`config.mk`:
```
export PLATFORM = sky130hd
export DESIGN_NAME = sha1_hash_engine_core_flat
export DESIGN_NICKNAME = d
export VERILOG_FILES = /design/src/hdl/sha1e_pkg.sv /design/src/hdl/sha1e_if.sv /design/src/hdl/sha1e_dp.sv /design/src/hdl/sha1e_ctrl.sv /design/src/hdl/sha1_hash_engine_core.sv /design/src/flat_wrapper.sv
export SDC_FILE = /design/constraint.sdc
export NUM_CORES = 2
export LEC_CHECK = 0
export ABC_AREA = 1
export BUFFER_PORTS_ARGS = -buffer_cell sky130_fd_sc_hd__buf_2
export CORE_ASPECT_RATIO = 1.2
export CORE_MARGIN = 1
export CORE_UTILIZATION = 46
export CTS_BUF_LIST = sky130_fd_sc_hd__clkbuf_16
export CTS_CLUSTER_SIZE = 28
export DETAILED_ROUTE_END_ITERATION = 8
export PLACE_DENSITY = 0.58
export SLEW_MARGIN = 20
export SYNTH_ARGS = -nofsm -noshare
export SYNTH_HDL_FRONTEND = slang
export SYNTH_SLANG_ARGS = --single-unit
```
`constraint.sdc`:
```
create_clock -name clk_i -period 9.5 [get_ports clk_i]
set_input_delay 0.95 -clock clk_i [delete_from_list [all_inputs] [get_ports clk_i]]
set_output_delay 0.95 -clock clk_i [all_outputs]
set_load 0.02 [all_outputs]
```
`src/hdl/sha1e_pkg.sv`:
```
`timescale 1ns / 1ps
`default_nettype none
// ----------------------------------------------------------------------------
// sha1e_pkg
// Shared types, constants and round functions of the SHA-1 hash engine.
// ----------------------------------------------------------------------------
package sha1e_pkg;

  localparam int WordW = 32;

  localparam logic [7:0] PadByte  = 8'h80;
  localparam logic [7:0] ZeroByte = 8'h00;

  localparam logic [5:0] PosLast = 6'd63;
  localparam logic [5:0] PosLen  = 6'd56;

  localparam logic [6:0] RoundLast = 7'd79;
  localparam logic [6:0] Round20   = 7'd20;
  localparam logic [6:0] Round40   = 7'd40;
  localparam logic [6:0] Round60   = 7'd60;

  localparam logic [2:0] WordLast = 3'd4;

  typedef enum logic [1:0] {
    PH_CH     = 2'd0,
    PH_PAR0   = 2'd1,
    PH_MAJ    = 2'd2,
    PH_PAR1   = 2'd3
  } phase_e;

  localparam logic [WordW-1:0] RoundK [4] = '{
    32'h5a827999, 32'h6ed9eba1, 32'h8f1bbcdc, 32'hca62c1d6
  };

  localparam logic [WordW-1:0] HInit [5] = '{
    32'h67452301, 32'hefcdab89, 32'h98badcfe, 32'h10325476, 32'hc3d2e1f0
  };

  // Command word from the controller to the datapath
  typedef struct packed {
    logic       put_en;
    logic [7:0] put_data;
    logic       cnt_inc;
    logic       len_wr;
    logic       vars_load;
    logic       round_en;
    logic       h_add;
    logic       rearm;
    logic [2:0] word_sel;
  } cmd_t;

  // Status from the datapath to the controller
  typedef struct packed {
    logic pos_last;
    logic pos_len;
    logic round_last;
  } sts_t;

  function automatic logic [WordW-1:0] rotl1(input logic [WordW-1:0] v);
    rotl1 = {v[WordW-2:0], v[WordW-1]};
  endfunction

  function automatic logic [WordW-1:0] round_f(input phase_e ph,
                                               input logic [WordW-1:0] b,
                                               input logic [WordW-1:0] c,
                                               input logic [WordW-1:0] d);
    unique case (ph)
      PH_CH:   round_f = (b & c) | (~b & d);
      PH_MAJ:  round_f = (b & c) | (b & d) | (c & d);
      default: round_f = b ^ c ^ d;
    endcase
  endfunction

endpackage : sha1e_pkg
`default_nettype wire

```
`src/hdl/sha1e_if.sv`:
```
`timescale 1ns / 1ps
`default_nettype none
// ----------------------------------------------------------------------------
// sha1e_if
// Valid/ready channels of the SHA-1 hash engine: byte input and digest output.
// ----------------------------------------------------------------------------
interface sha1e_in_if;
  logic       valid;
  logic       ready;
  logic [7:0] data_byte;
  logic       last_byte;
  logic       no_data;

  modport source (output valid, output data_byte, output last_byte, output no_data,
                  input ready);
  modport sink   (input valid, input data_byte, input last_byte, input no_data,
                  output ready);
endinterface : sha1e_in_if

interface sha1e_out_if;
  logic        valid;
  logic        ready;
  logic [31:0] digest_word;
  logic [2:0]  word_index;
  logic        last_word;

  modport source (output valid, output digest_word, output word_index, output last_word,
                  input ready);
  modport sink   (input valid, input digest_word, input word_index, input last_word,
                  output ready);
endinterface : sha1e_out_if
`default_nettype wire

```
`src/hdl/sha1e_dp.sv`:
```
`timescale 1ns / 1ps
`default_nettype none
// ----------------------------------------------------------------------------
// sha1e_dp
// Datapath: schedule shift line, byte packing, round unit, chaining words
// and message length counter.
// ----------------------------------------------------------------------------
module sha1e_dp #(
  parameter int LENGTH_BITS = 64
) (
  input  wire logic               clk_i,
  input  wire logic               rst_ni,
  input  wire sha1e_pkg::cmd_t    cmd_i,
  output sha1e_pkg::sts_t         sts_o,
  output logic [31:0]             digest_o
);
  import sha1e_pkg::*;

  logic [WordW-1:0]       ring_q [16];
  logic [WordW-1:0]       h_q [5];
  logic [WordW-1:0]       v_q [5];
  logic [LENGTH_BITS-1:0] cnt_q;
  logic [5:0]             pos_q;
  logic [6:0]             rnd_q;

  logic [3:0]       wr_idx;
  logic [1:0]       lane;
  logic [4:0]       sh;
  logic [WordW-1:0] byte_word;
  logic [63:0]      len64;
  logic [WordW-1:0] w_new;
  logic [WordW-1:0] f_val;
  logic [WordW-1:0] t_val;
  phase_e           phase;

  assign wr_idx    = pos_q[5:2];
  assign lane      = pos_q[1:0];
  assign sh        = {~lane, 3'b000};
  assign byte_word = WordW'(cmd_i.put_data) << sh;
  assign len64     = 64'(cnt_q);
  assign w_new     = rotl1(ring_q[13] ^ ring_q[8] ^ ring_q[2] ^ ring_q[0]);

  always_comb begin
    priority if (rnd_q < Round20) begin
      phase = PH_CH;
    end else if (rnd_q < Round40) begin
      phase = PH_PAR0;
    end else if (rnd_q < Round60) begin
      phase = PH_MAJ;
    end else begin
      phase = PH_PAR1;
    end
  end

  assign f_val = round_f(phase, v_q[1], v_q[2], v_q[3]);
  assign t_val = {v_q[0][26:0], v_q[0][31:27]} + f_val + v_q[4] + ring_q[0]
               + RoundK[phase];

  // Schedule window: ring_q[0] holds the word of the current round
  always_ff @(posedge clk_i) begin
    if (cmd_i.round_en) begin
      for (int i = 0; i < 15; i++) begin
        ring_q[i] <= ring_q[i+1];
      end
      ring_q[15] <= w_new;
    end else if (cmd_i.len_wr) begin
      ring_q[14] <= len64[63:32];
      ring_q[15] <= len64[31:0];
    end else if (cmd_i.put_en) begin
      if (lane == 2'd0) begin
        ring_q[wr_idx] <= byte_word;
      end else begin
        ring_q[wr_idx] <= ring_q[wr_idx] | byte_word;
      end
    end
  end

  always_ff @(posedge clk_i or negedge rst_ni) begin
    if (!rst_ni) begin
      h_q   <= HInit;
      v_q   <= '{default: '0};
      cnt_q <= '0;
      pos_q <= '0;
      rnd_q <= '0;
    end else begin
      if (cmd_i.rearm) begin
        h_q <= HInit;
      end else if (cmd_i.h_add) begin
        for (int i = 0; i < 5; i++) begin
          h_q[i] <= h_q[i] + v_q[i];
        end
      end

      if (cmd_i.vars_load) begin
        v_q   <= h_q;
        rnd_q <= '0;
      end else if (cmd_i.round_en) begin
        v_q[4] <= v_q[3];
        v_q[3] <= v_q[2];
        v_q[2] <= {v_q[1][1:0], v_q[1][31:2]};
        v_q[1] <= v_q[0];
        v_q[0] <= t_val;
        rnd_q  <= rnd_q + 7'd1;
      end

      if (cmd_i.rearm) begin
        cnt_q <= '0;
      end else if (cmd_i.cnt_inc) begin
        cnt_q <= cnt_q + LENGTH_BITS'(8);
      end

      if (cmd_i.rearm || cmd_i.len_wr) begin
        pos_q <= '0;
      end else if (cmd_i.put_en) begin
        pos_q <= pos_q + 6'd1;
      end
    end
  end

  assign sts_o.pos_last   = (pos_q == PosLast);
  assign sts_o.pos_len    = (pos_q == PosLen);
  assign sts_o.round_last = (rnd_q == RoundLast);
  assign digest_o         = h_q[cmd_i.word_sel];

endmodule : sha1e_dp
`default_nettype wire

```
`src/hdl/sha1e_ctrl.sv`:
```
`timescale 1ns / 1ps
`default_nettype none
// ----------------------------------------------------------------------------
// sha1e_ctrl
// Controller: byte intake, padding sequence, block compression and digest
// word output.
// ----------------------------------------------------------------------------
module sha1e_ctrl (
  input  wire logic            clk_i,
  input  wire logic            rst_ni,
  input  wire logic            in_valid_i,
  output logic                 in_ready_o,
  input  wire logic [7:0]      in_data_i,
  input  wire logic            in_last_i,
  input  wire logic            in_none_i,
  output logic                 out_valid_o,
  input  wire logic            out_ready_i,
  output logic [2:0]           out_index_o,
  output logic                 out_last_o,
  output sha1e_pkg::cmd_t      cmd_o,
  input  wire sha1e_pkg::sts_t sts_i
);
  import sha1e_pkg::*;

  typedef enum logic [6:0] {
    S_IDLE  = 7'b0000001,
    S_PAD80 = 7'b0000010,
    S_PADZ  = 7'b0000100,
    S_LOADV = 7'b0001000,
    S_ROUND = 7'b0010000,
    S_ADD   = 7'b0100000,
    S_OUT   = 7'b1000000
  } state_e;

  state_e     state_q, state_d;
  state_e     ret_q, ret_d;
  logic [2:0] idx_q, idx_d;

  always_comb begin
    state_d     = state_q;
    ret_d       = ret_q;
    idx_d       = idx_q;
    cmd_o       = '0;
    in_ready_o  = 1'b0;
    out_valid_o = 1'b0;
    cmd_o.word_sel = idx_q;
    unique case (state_q)
      S_IDLE: begin
        in_ready_o = 1'b1;
        if (in_valid_i) begin
          if (!in_none_i) begin
            cmd_o.put_en   = 1'b1;
            cmd_o.put_data = in_data_i;
            cmd_o.cnt_inc  = 1'b1;
          end
          if (!in_none_i && sts_i.pos_last) begin
            state_d = S_LOADV;
            ret_d   = in_last_i ? S_PAD80 : S_IDLE;
          end else if (in_last_i) begin
            state_d = S_PAD80;
          end
        end
      end
      S_PAD80: begin
        cmd_o.put_en   = 1'b1;
        cmd_o.put_data = PadByte;
        if (sts_i.pos_last) begin
          state_d = S_LOADV;
          ret_d   = S_PADZ;
        end else begin
          state_d = S_PADZ;
        end
      end
      S_PADZ: begin
        if (sts_i.pos_len) begin
          cmd_o.len_wr = 1'b1;
          state_d      = S_LOADV;
          ret_d        = S_OUT;
        end else begin
          cmd_o.put_en   = 1'b1;
          cmd_o.put_data = ZeroByte;
          if (sts_i.pos_last) begin
            state_d = S_LOADV;
            ret_d   = S_PADZ;
          end
        end
      end
      S_LOADV: begin
        cmd_o.vars_load = 1'b1;
        state_d         = S_ROUND;
      end
      S_ROUND: begin
        cmd_o.round_en = 1'b1;
        if (sts_i.round_last) begin
          state_d = S_ADD;
        end
      end
      S_ADD: begin
        cmd_o.h_add = 1'b1;
        state_d     = ret_q;
      end
      S_OUT: begin
        out_valid_o = 1'b1;
        if (out_ready_i) begin
          if (idx_q == WordLast) begin
            // final word taken: rearm for the next message
            cmd_o.rearm = 1'b1;
            idx_d       = '0;
            state_d     = S_IDLE;
          end else begin
            idx_d = idx_q + 3'd1;
          end
        end
      end
      default: begin
        state_d = S_IDLE;
      end
    endcase
  end

  always_ff @(posedge clk_i or negedge rst_ni) begin
    if (!rst_ni) begin
      state_q <= S_IDLE;
      ret_q   <= S_IDLE;
      idx_q   <= '0;
    end else begin
      state_q <= state_d;
      ret_q   <= ret_d;
      idx_q   <= idx_d;
    end
  end

  assign out_index_o = idx_q;
  assign out_last_o  = (idx_q == WordLast);

endmodule : sha1e_ctrl
`default_nettype wire

```
`src/hdl/sha1_hash_engine_core.sv`:
```
`timescale 1ns / 1ps
`default_nettype none
// ----------------------------------------------------------------------------
// sha1_hash_engine_core
// SHA-1 digest of a byte message, one byte per input word, five digest words
// out at message end.
// ----------------------------------------------------------------------------
// A byte word is taken while the engine is idle; the word that fills a 64-byte block
// starts the compression (load, 80 rounds on one round unit, add), during which no byte is taken.
// Message end: the 0x80 byte, the zero pad bytes (up to 63), the length write and
// one or two padded blocks, then five output words.
// Reset is asynchronous: chaining words to the initial values, length and position
// cleared; the schedule line is not cleared and is always refilled.
module sha1_hash_engine_core #(
  parameter int LENGTH_BITS = 64
) (
  input  wire logic   clk_i,
  input  wire logic   rst_ni,
  sha1e_in_if.sink    in_if,
  sha1e_out_if.source out_if
);
  import sha1e_pkg::*;

  cmd_t cmd;
  sts_t sts;

  sha1e_ctrl u_ctrl (
    .clk_i       (clk_i),
    .rst_ni      (rst_ni),
    .in_valid_i  (in_if.valid),
    .in_ready_o  (in_if.ready),
    .in_data_i   (in_if.data_byte),
    .in_last_i   (in_if.last_byte),
    .in_none_i   (in_if.no_data),
    .out_valid_o (out_if.valid),
    .out_ready_i (out_if.ready),
    .out_index_o (out_if.word_index),
    .out_last_o  (out_if.last_word),
    .cmd_o       (cmd),
    .sts_i       (sts)
  );

  sha1e_dp #(
    .LENGTH_BITS (LENGTH_BITS)
  ) u_dp (
    .clk_i    (clk_i),
    .rst_ni   (rst_ni),
    .cmd_i    (cmd),
    .sts_o    (sts),
    .digest_o (out_if.digest_word)
  );

  // digest words and byte intake never overlap
  a_out_blocks_in : assert property (@(posedge clk_i) disable iff (!rst_ni)
    out_if.valid |-> !in_if.ready)
    else $error("input ready while digest pending");

  a_last_is_four : assert property (@(posedge clk_i) disable iff (!rst_ni)
    (out_if.valid && out_if.last_word) |-> (out_if.word_index == WordLast))
    else $error("last word flag on wrong index");

  a_rearm_ready : assert property (@(posedge clk_i) disable iff (!rst_ni)
    (out_if.valid && out_if.ready && out_if.last_word) |=> in_if.ready)
    else $error("not ready after final digest word");

  a_empty_item : assert property (@(posedge clk_i) disable iff (!rst_ni)
    (in_if.valid && in_if.ready && in_if.no_data && !in_if.last_byte) |=> in_if.ready)
    else $error("empty item stalled the engine");

endmodule : sha1_hash_engine_core
`default_nettype wire

```
`src/flat_wrapper.sv`:
```
// flat-port wrapper written by rule: the top's interface ports become plain ports
module sha1_hash_engine_core_flat import sha1e_pkg::*;
#(
  parameter int LENGTH_BITS = 64
)
  (clk_i, rst_ni, in_if_valid, in_if_data_byte, in_if_last_byte, in_if_no_data, in_if_ready, out_if_valid, out_if_digest_word, out_if_word_index, out_if_last_word, out_if_ready);
  sha1e_in_if in_if_i ();
  sha1e_out_if out_if_i ();
  input  wire logic clk_i;
  input  wire logic rst_ni;
  input wire logic [$bits(in_if_i.valid)-1:0] in_if_valid;
  input wire logic [$bits(in_if_i.data_byte)-1:0] in_if_data_byte;
  input wire logic [$bits(in_if_i.last_byte)-1:0] in_if_last_byte;
  input wire logic [$bits(in_if_i.no_data)-1:0] in_if_no_data;
  output wire logic [$bits(in_if_i.ready)-1:0] in_if_ready;
  output wire logic [$bits(out_if_i.valid)-1:0] out_if_valid;
  output wire logic [$bits(out_if_i.digest_word)-1:0] out_if_digest_word;
  output wire logic [$bits(out_if_i.word_index)-1:0] out_if_word_index;
  output wire logic [$bits(out_if_i.last_word)-1:0] out_if_last_word;
  input wire logic [$bits(out_if_i.ready)-1:0] out_if_ready;
  assign in_if_i.valid = in_if_valid;
  assign in_if_i.data_byte = in_if_data_byte;
  assign in_if_i.last_byte = in_if_last_byte;
  assign in_if_i.no_data = in_if_no_data;
  assign in_if_ready = in_if_i.ready;
  assign out_if_valid = out_if_i.valid;
  assign out_if_digest_word = out_if_i.digest_word;
  assign out_if_word_index = out_if_i.word_index;
  assign out_if_last_word = out_if_i.last_word;
  assign out_if_i.ready = out_if_ready;
  sha1_hash_engine_core #(.LENGTH_BITS(LENGTH_BITS)) u_core (.clk_i(clk_i), .rst_ni(rst_ni), .in_if(in_if_i), .out_if(out_if_i));
endmodule
```
# Yosys cells after proc, flatten, opt, wreduce, memory -nomap -nowiden
# Memory sizes are Yosys's and may differ from the RTL's.
# Index checks and enable logic that the tools add are counted.
[totals]
reg_bits = 414
mem_bits_rw = 512
out_inout_bits = 38
elab_cells = 162
memories = 1
[op_classes]
add_sub_neg = 13
n_lt_le_gt_ge = 5
n_eq_ne = 19
shift = 1
n_mux = 73
bitwise = 20
n_reduce_logical = 14
[memory_table]
columns = ["memory", "words", "word_bits", "rd", "rd_clocked_by_memory_dff", "write_ports", "line_no", "text"]
rows = [
  ["u_core.u_dp.ring_q", 16, 32, 17, 0, 16, "sha1e_dp.sv:19", "logic [WordW-1:0] ring_q [16];"],
]
[op_table]
columns = ["cell", "n"]
rows = [
  ["$mux W160", 4],
  ["$add A32 B32 Y32", 9],
  ["$mux W32", 8],
  ["$xor A32 B32 Y32", 5],
  ["$and A32 B32 Y32", 4],
  ["$mux W64", 2],
  ["$or A32 B32 Y32", 4],
  ["$mux W7", 14],
  ["$bmux W32 S3", 1],
  ["$add A64 B4 Y64 const B", 1],
  ["$bmux W32 S2", 1],
  ["$pmux W32 S2", 1],
  ["$pmux W7 S7", 1],
  ["$not A32 Y32", 1],
  ["$reduce_or A32 Y1", 1],
  ["$shl A8 B5 Y32", 1],
  ["$mux W1", 28],
  ["$pmux W9 S3", 1],
  ["$pmux W7 S3", 1],
  ["$mux W10", 2],
  ["$eq A7 B7 Y1 const B", 2],
  ["$lt A7 B6 Y1 const B", 2],
  ["$eq A6 B6 Y1 const B", 2],
  ["$mux W6", 2],
  ["35 further kinds", 47],
]

# Logic depth before layout (Yosys ltp)
[depth]
word_depth = 12
ltp_mapped = 31
mapped_depth_nobuf = 30

# By module
# Synthesis repeated with hierarchy kept, for this count alone.
[unflattened]
cells_unflattened = 8729
hier_area_um2 = 64230.4
[modules_own_cells]
columns = ["module", "instances", "cells_per_inst", "area_each_um2", "seq_area_each_um2"]
rows = [
  ["sha1e_dp", 1, 8550, 63016.7, 25334.3],
  ["sha1e_ctrl", 1, 179, 1213.7, 427.9],
]

# Least setup slack after synthesis
# Ideal clock, no wire load.
[synth_timing]
path_kind = "register to register"
start = "register u_core.u_dp.rnd_q[4]"
end = "register u_core.u_dp.v_q[153] (netlist bit)"
setup_ns = 0.118
arrival_time_ns = 4.745
required_time_ns = 9.382
slack_ns = 4.637
path_stages_with_launch = 27
synth_period_minus_slack_ns = 4.863
path_cell_list = "dfrtp_1 inv_1 nand2_1 nand3_1 nand2_1 ha_1 inv_1 clkbuf_1 o22ai_1 o21ai_0 fa_1 fa_1 fa_1 inv_1 ha_1 inv_1 fa_1 inv_1 nand3_1 nand3_1 nand2_1 nand2_1 nand3_1 nand3_1 nand2_1 nand3_1 nand2_1"
[synth_between]
elab_chain_cells = 12
word_cells_on_any_way = 19
[synth_rtl]
columns = ["element", "line_no", "text"]
rows = [
  ["start, declared", "sha1e_dp.sv:24", "logic [6:0] rnd_q;"],
  ["start signal, assigned", "sha1e_dp.sv:103", "rnd_q <= rnd_q + 7'd1;"],
  ["$lt A7 B6 Y1", "sha1e_dp.sv:48", "end else if (rnd_q < Round60) begin"],
  ["$mux W1", "sha1e_dp.sv:48", ""],
  ["$mux W2", "sha1e_dp.sv:46", "end else if (rnd_q < Round40) begin"],
  ["$mux W2 *", "sha1e_dp.sv:44", "priority if (rnd_q < Round20) begin"],
  ["$eq A2 B2 Y1 or $logic_not A2 Y1 (tied branches)", "sha1e_pkg.sv:67", "unique case (ph)"],
  ["$pmux W32 S2", "sha1e_pkg.sv:67", ""],
  ["$add A32 B32 Y32 (3 in a row)", "sha1e_dp.sv:56", "assign t_val = {v_q[0][26:0], v_q[0][31:27]} + f_val + v_q[4] + ring_q[0]"],
  ["$add A32 B32 Y32 *", "sha1e_dp.sv:57", "+ RoundK[phase];"],
  ["$mux W160 *", "sha1e_dp.sv:97", "end else if (cmd_i.round_en) begin"],
  ["$mux W160 *", "sha1e_dp.sv:94", "if (cmd_i.vars_load) begin"],
  ["end signal, assigned", "sha1e_dp.sv:95", "v_q <= h_q;"],
  ["end, declared", "sha1e_dp.sv:21", "logic [WordW-1:0] v_q [5];"],
]
# Mark *: on every way between the ends. The rest lies on a longest branch, timed or not. The select of a mux whose other input is x is not followed.
# A chain may end at the register's enable or synchronous reset.

# Worst setup path in the final report
[layout_timing]
start = "register u_core.u_dp.rnd_q[4]"
end = "register u_core.u_dp.v_q[150] (netlist bit)"
# Same word-level chain as after synthesis.

==> impl_summary.md <==
Detailed routing
Dividing the detail-routed wire length by the instance count gives 29.6 microns. The number of remaining DRC errors is 1. The first-pass iteration count of the detailed router is 9.

The detail route stage leaves a number of antenna-violating nets equal to 0. The routed layout has 66300 vias. Wires add up to approximately 330 mm. The first routing iteration left around 7000 violations. The ratio of routed vias to standard cells is ~6.0.

Status
The checks that failed: design-rule violations. The run finished, with violations left.

Placement
Summing all placed instances gives a cell area of slightly below 0.07 sq mm. Input and output buffers added on the ports amount to 51. The placer congestion estimate is ~1.1. Summed over all nets, the half-perimeter wirelength after detailed placement is around 250 mm.

Floorplanning
The width of the die is about 350 microns. The starting utilization of the core area is 0.465. The number of standard-cell rows in the floorplan is 151.

The placeable core region is roughly 0.14 sq mm. 52 I/O pins were placed. The vertical die dimension is ~420 microns. The area of the die is between 0.1 and 0.15 sq mm.

Synthesis
The post-synthesis share of cell area spent on and, or, nand and nor gates is 0.330. The largest family of logic cells by synthesized area is simple AND/OR/NAND/NOR gates. Synthesis instantiated between 50 and 60 different standard cells from the library. Of the total synthesized cell area, the portion taken by full adders, half adders and majority gates is 0.0767. The sequential element share of the synthesized area is 0.391. Counting every net in the synthesized netlist gives roughly 9600. Summing every instance area after synthesis gives between 0.06 and 0.07 sq mm. The post-synthesis xor/xnor area fraction is 0.0193. The number of instances in the synthesized netlist is ~9300. After synthesis, the cell types taking the most area are edfxtp_1, nand2_1, dfrtp_1. The number of warnings issued by yosys is 0. The synthesized-area fraction occupied by ao, oa, aoi and oai cells came to 0.0872. The most used flip-flop cell after synthesis is edfxtp_1. The mean cell area of the mapped netlist is roughly 7 sq um. The number of enable-type register cells in the synthesized netlist is 512. By count the netlist is led by nand2_1, inv_1, edfxtp_1, nor2_1, nand3_1. The number of storage elements in the synthesis netlist is ~900. Of all flip-flops after synthesis, the portion carrying an async set or reset was 0.445.

Among all cell types in the netlist, the one instantiated most often is nand2_1. The portion of synthesized area spent on multiplexers is 0. The synthesized design spends more area on one cell type than any other, namely edfxtp_1. The area fraction of the dominant cell type after synthesis is 0.233.

STA
The maximum achievable frequency is approximately 160 MHz. At the pin with the least slew margin, the transition time is about 1.2 ns. The ratio of final minimum period to clock period is 0.657.

The number of hold violations in the final report was 0. The worst path in the final design needs a cycle of approximately 6.2 ns, including I/O delays and setup. Adding up every negative setup slack in the final design gives 0 ns. The number of pins with negative max-slew slack in the final report was 0. Across the routed clock network, the largest skew measured is 0.0637 ns.

The final setup violation count is 0. Setup repair after global routing left no endpoint under its margin. The headroom to the max-slew limit is 0.174.

Setup path
The biggest fanout along the worst timing path is 16. The reg2reg setup slack is around 3.3 ns. Data on the critical path is required at its endpoint by roughly 10 ns. The critical path endpoint category is a register. The setup path with the least slack is of type register to register. The endpoint arrival time on the critical path is 6.90 ns. The worst setup path is launched from a register.

Clocking
Clock latency on the worst-skew pair, taken at its later pin, is roughly 0.79 ns. The clock passes through at most 3 buffers. The count of clock tree sinks is roughly 900. The total setup buffers inserted after CTS is 0. The number of gates resized after CTS was 0. The CTS tree is built. The clock-pin slew on the worst setup and hold paths is roughly 0.07 ns. The count of hold-fix buffers inserted at cts is 0. In this run, CTS created clock tree buffers numbering between 100 and 150. CTS built an H-tree with a depth of 3. CTS placed an instance of clkbuf_16 at the clock tree root.

Layout
The final design instance area without fill is 0.0711 sq mm. The area of combinational cells with multiple inputs is approximately 0.034 sq mm. After filler insertion, the fill cell instance count of the layout stands at ~15000. The final net count is about 9500.

The area growth from synthesis to layout is 7.79%. Once layout is complete, the utilization of the core stands at 0.501. The flip-flop and latch area is around 0.026 sq mm. The layout cell share with drive strength beyond 1 is 0.0528.

Global routing
The number of antenna violations at the first check in global routing is 14. The maximum number of pins on one net before global-route repair is between 100 and 150. The number of global-route vias before repair is between 60000 and 70000. The first global-routing pass estimated 463 mm of wire. Summed over all layers, the global routing overflow is 0. The global routing usage summed across all routing layers is 0.448.

Power and ir drop
In this run the power density over the cells is 342 mW/mm^2. The worst supply voltage drop on vdd is between 200 and 300 uV. The leakage power total is ~34 nW.

Hold path
The path class of the tightest hold or removal check is input pin to asynchronous set/reset pin.

Run
The max-cap violation count is 0.
## kinds of logic (layout without fill, tap and decap cells)
family / count (synthesis) / after routing
AOI/OAI and AO/OA: 969 / 969
xor gates and xnor gates: 145 / 145
adders and majority gates: 329 / 329
buffers and inverters: 1581 / 1552
DFF: 923 / 923
other: 0 / 10
and+or+nand+nor: 5326 / 5326
## area by class of cell
class / count / share of cell area
multi-input combinational: 6769 / 0.478
timing repair buffer: 141 / 0.0138
tap: 1836 / 0.0323
sequential: 923 / 0.363
antenna: 10 / 0.000352
clock inverter: 93 / 0.0115
clock buffer: 107 / 0.0377
inverter: 1211 / 0.0641
## routing by layer
metal / up-vias / track usage / share of wire
met5: - / 0 / 0.00022
met4: 10 / 0.497 / 0.14
met3: 1341 / 0.0835 / 0.081
met2: 3938 / 0.730 / 0.46
met1: 31500 / 0.463 / 0.32
li1: 29500 / - / -
## placed cells by master, fill, tap and decap left out, drive strengths merged, types with 82 or more instances in the layout
| cell type | netlist | routed |
|---|---|---|
| dfrtp | 329 | 329 |
| nand4 | 302 | 302 |
| fa | 125 | 125 |
| edfxtp | 512 | 512 |
| a21oi | 310 | 310 |
| o22ai | 84 | 84 |
| dfstp | 82 | 82 |
| clkbuf | 164 | 107 |
| xnor2 | 108 | 108 |
| nand3 | 407 | 407 |
| inv | 1206 | 1233 |
| ha | 204 | 204 |
| nor2 | 458 | 458 |
| nand2 | 4021 | 4021 |
| o21ai | 327 | 327 |
| o221ai | 137 | 137 |
| buf | 206 | 141 |
## power breakdown
part	leakage [nW]	switching (W)	internal, W
Combinational	22.5	0.0101	0.00383
Sequential	9.62	0.00114	0.00498
Clock	1.77	0.00194	0.00233
Total	33.9	0.0132	0.0111
## final timing paths
path,from,end,cells after the start
max,u_core.u_dp.rnd_q[4]$_DFFE_PN0P_,u_core.u_dp.v_q[150]$_DFFE_PN0P_,26
min,rst_ni,u_core.u_dp.h_q[18]$_DFFE_PN0P_,1
max in group asynchronous,rst_ni,u_core.u_dp.h_q[135]$_DFFE_PN0P_,3
min in group clk_i,u_core.u_ctrl.ret_q[6]$_DFFE_PN0P_,u_core.u_ctrl.ret_q[6]$_DFFE_PN0P_,2
max reg2reg,u_core.u_dp.rnd_q[4]$_DFFE_PN0P_,u_core.u_dp.v_q[150]$_DFFE_PN0P_,26
min reg2reg,u_core.u_ctrl.ret_q[6]$_DFFE_PN0P_,u_core.u_ctrl.ret_q[6]$_DFFE_PN0P_,2
## through the flow
stage               hold slack (ns)  setup slack (ns)  std cells  power, W
floorplan                     0.442              4.64       9273    0.0141
global placement              0.461              3.31      10900    0.0196
detailed placement            0.466              3.26      10900    0.0196
CTS                           0.157              3.27      11100    0.0239
global route                  0.228              2.91      11100    0.0256
finish                        0.182              3.26      11100    0.0243
## sequential cells by signal, indices dropped and copies added, names as in the netlist
register / count
u_core.u_dp.ring_q: 512
u_core.u_ctrl.out_index_o: 3
u_core.u_ctrl.ret_q: 7
u_core.u_dp.pos_q: 6
u_core.u_dp.rnd_q: 7
u_core.u_dp.h_q: 160
u_core.u_dp.v_q: 160
u_core.u_dp.cnt_q: 61
u_core.u_ctrl.state_q: 7
## worst max-delay path, cell delays in order (launching register included)
cell	delay [ns]
dfrtp_1	0.46
inv_1	0.09
nand2_1	0.12
nand2_1	0.10
nand2_1	0.47
inv_1	0.33
ha_1	0.30
inv_1	0.44
buf_4	0.36
o22ai_1	0.13
o21ai_0	0.25
fa_1	0.46
inv_1	0.09
fa_1	0.41
inv_1	0.08
fa_1	0.40
inv_1	0.06
ha_1	0.32
nand2_1	0.21
nor2_1	0.25
inv_1	0.06
nor2_1	0.24
nand3_1	0.11
nand3_1	0.16
a21oi_1	0.08
o21ai_0	0.09
nand2_1	0.06
Power figures use the tool's default switching activity.
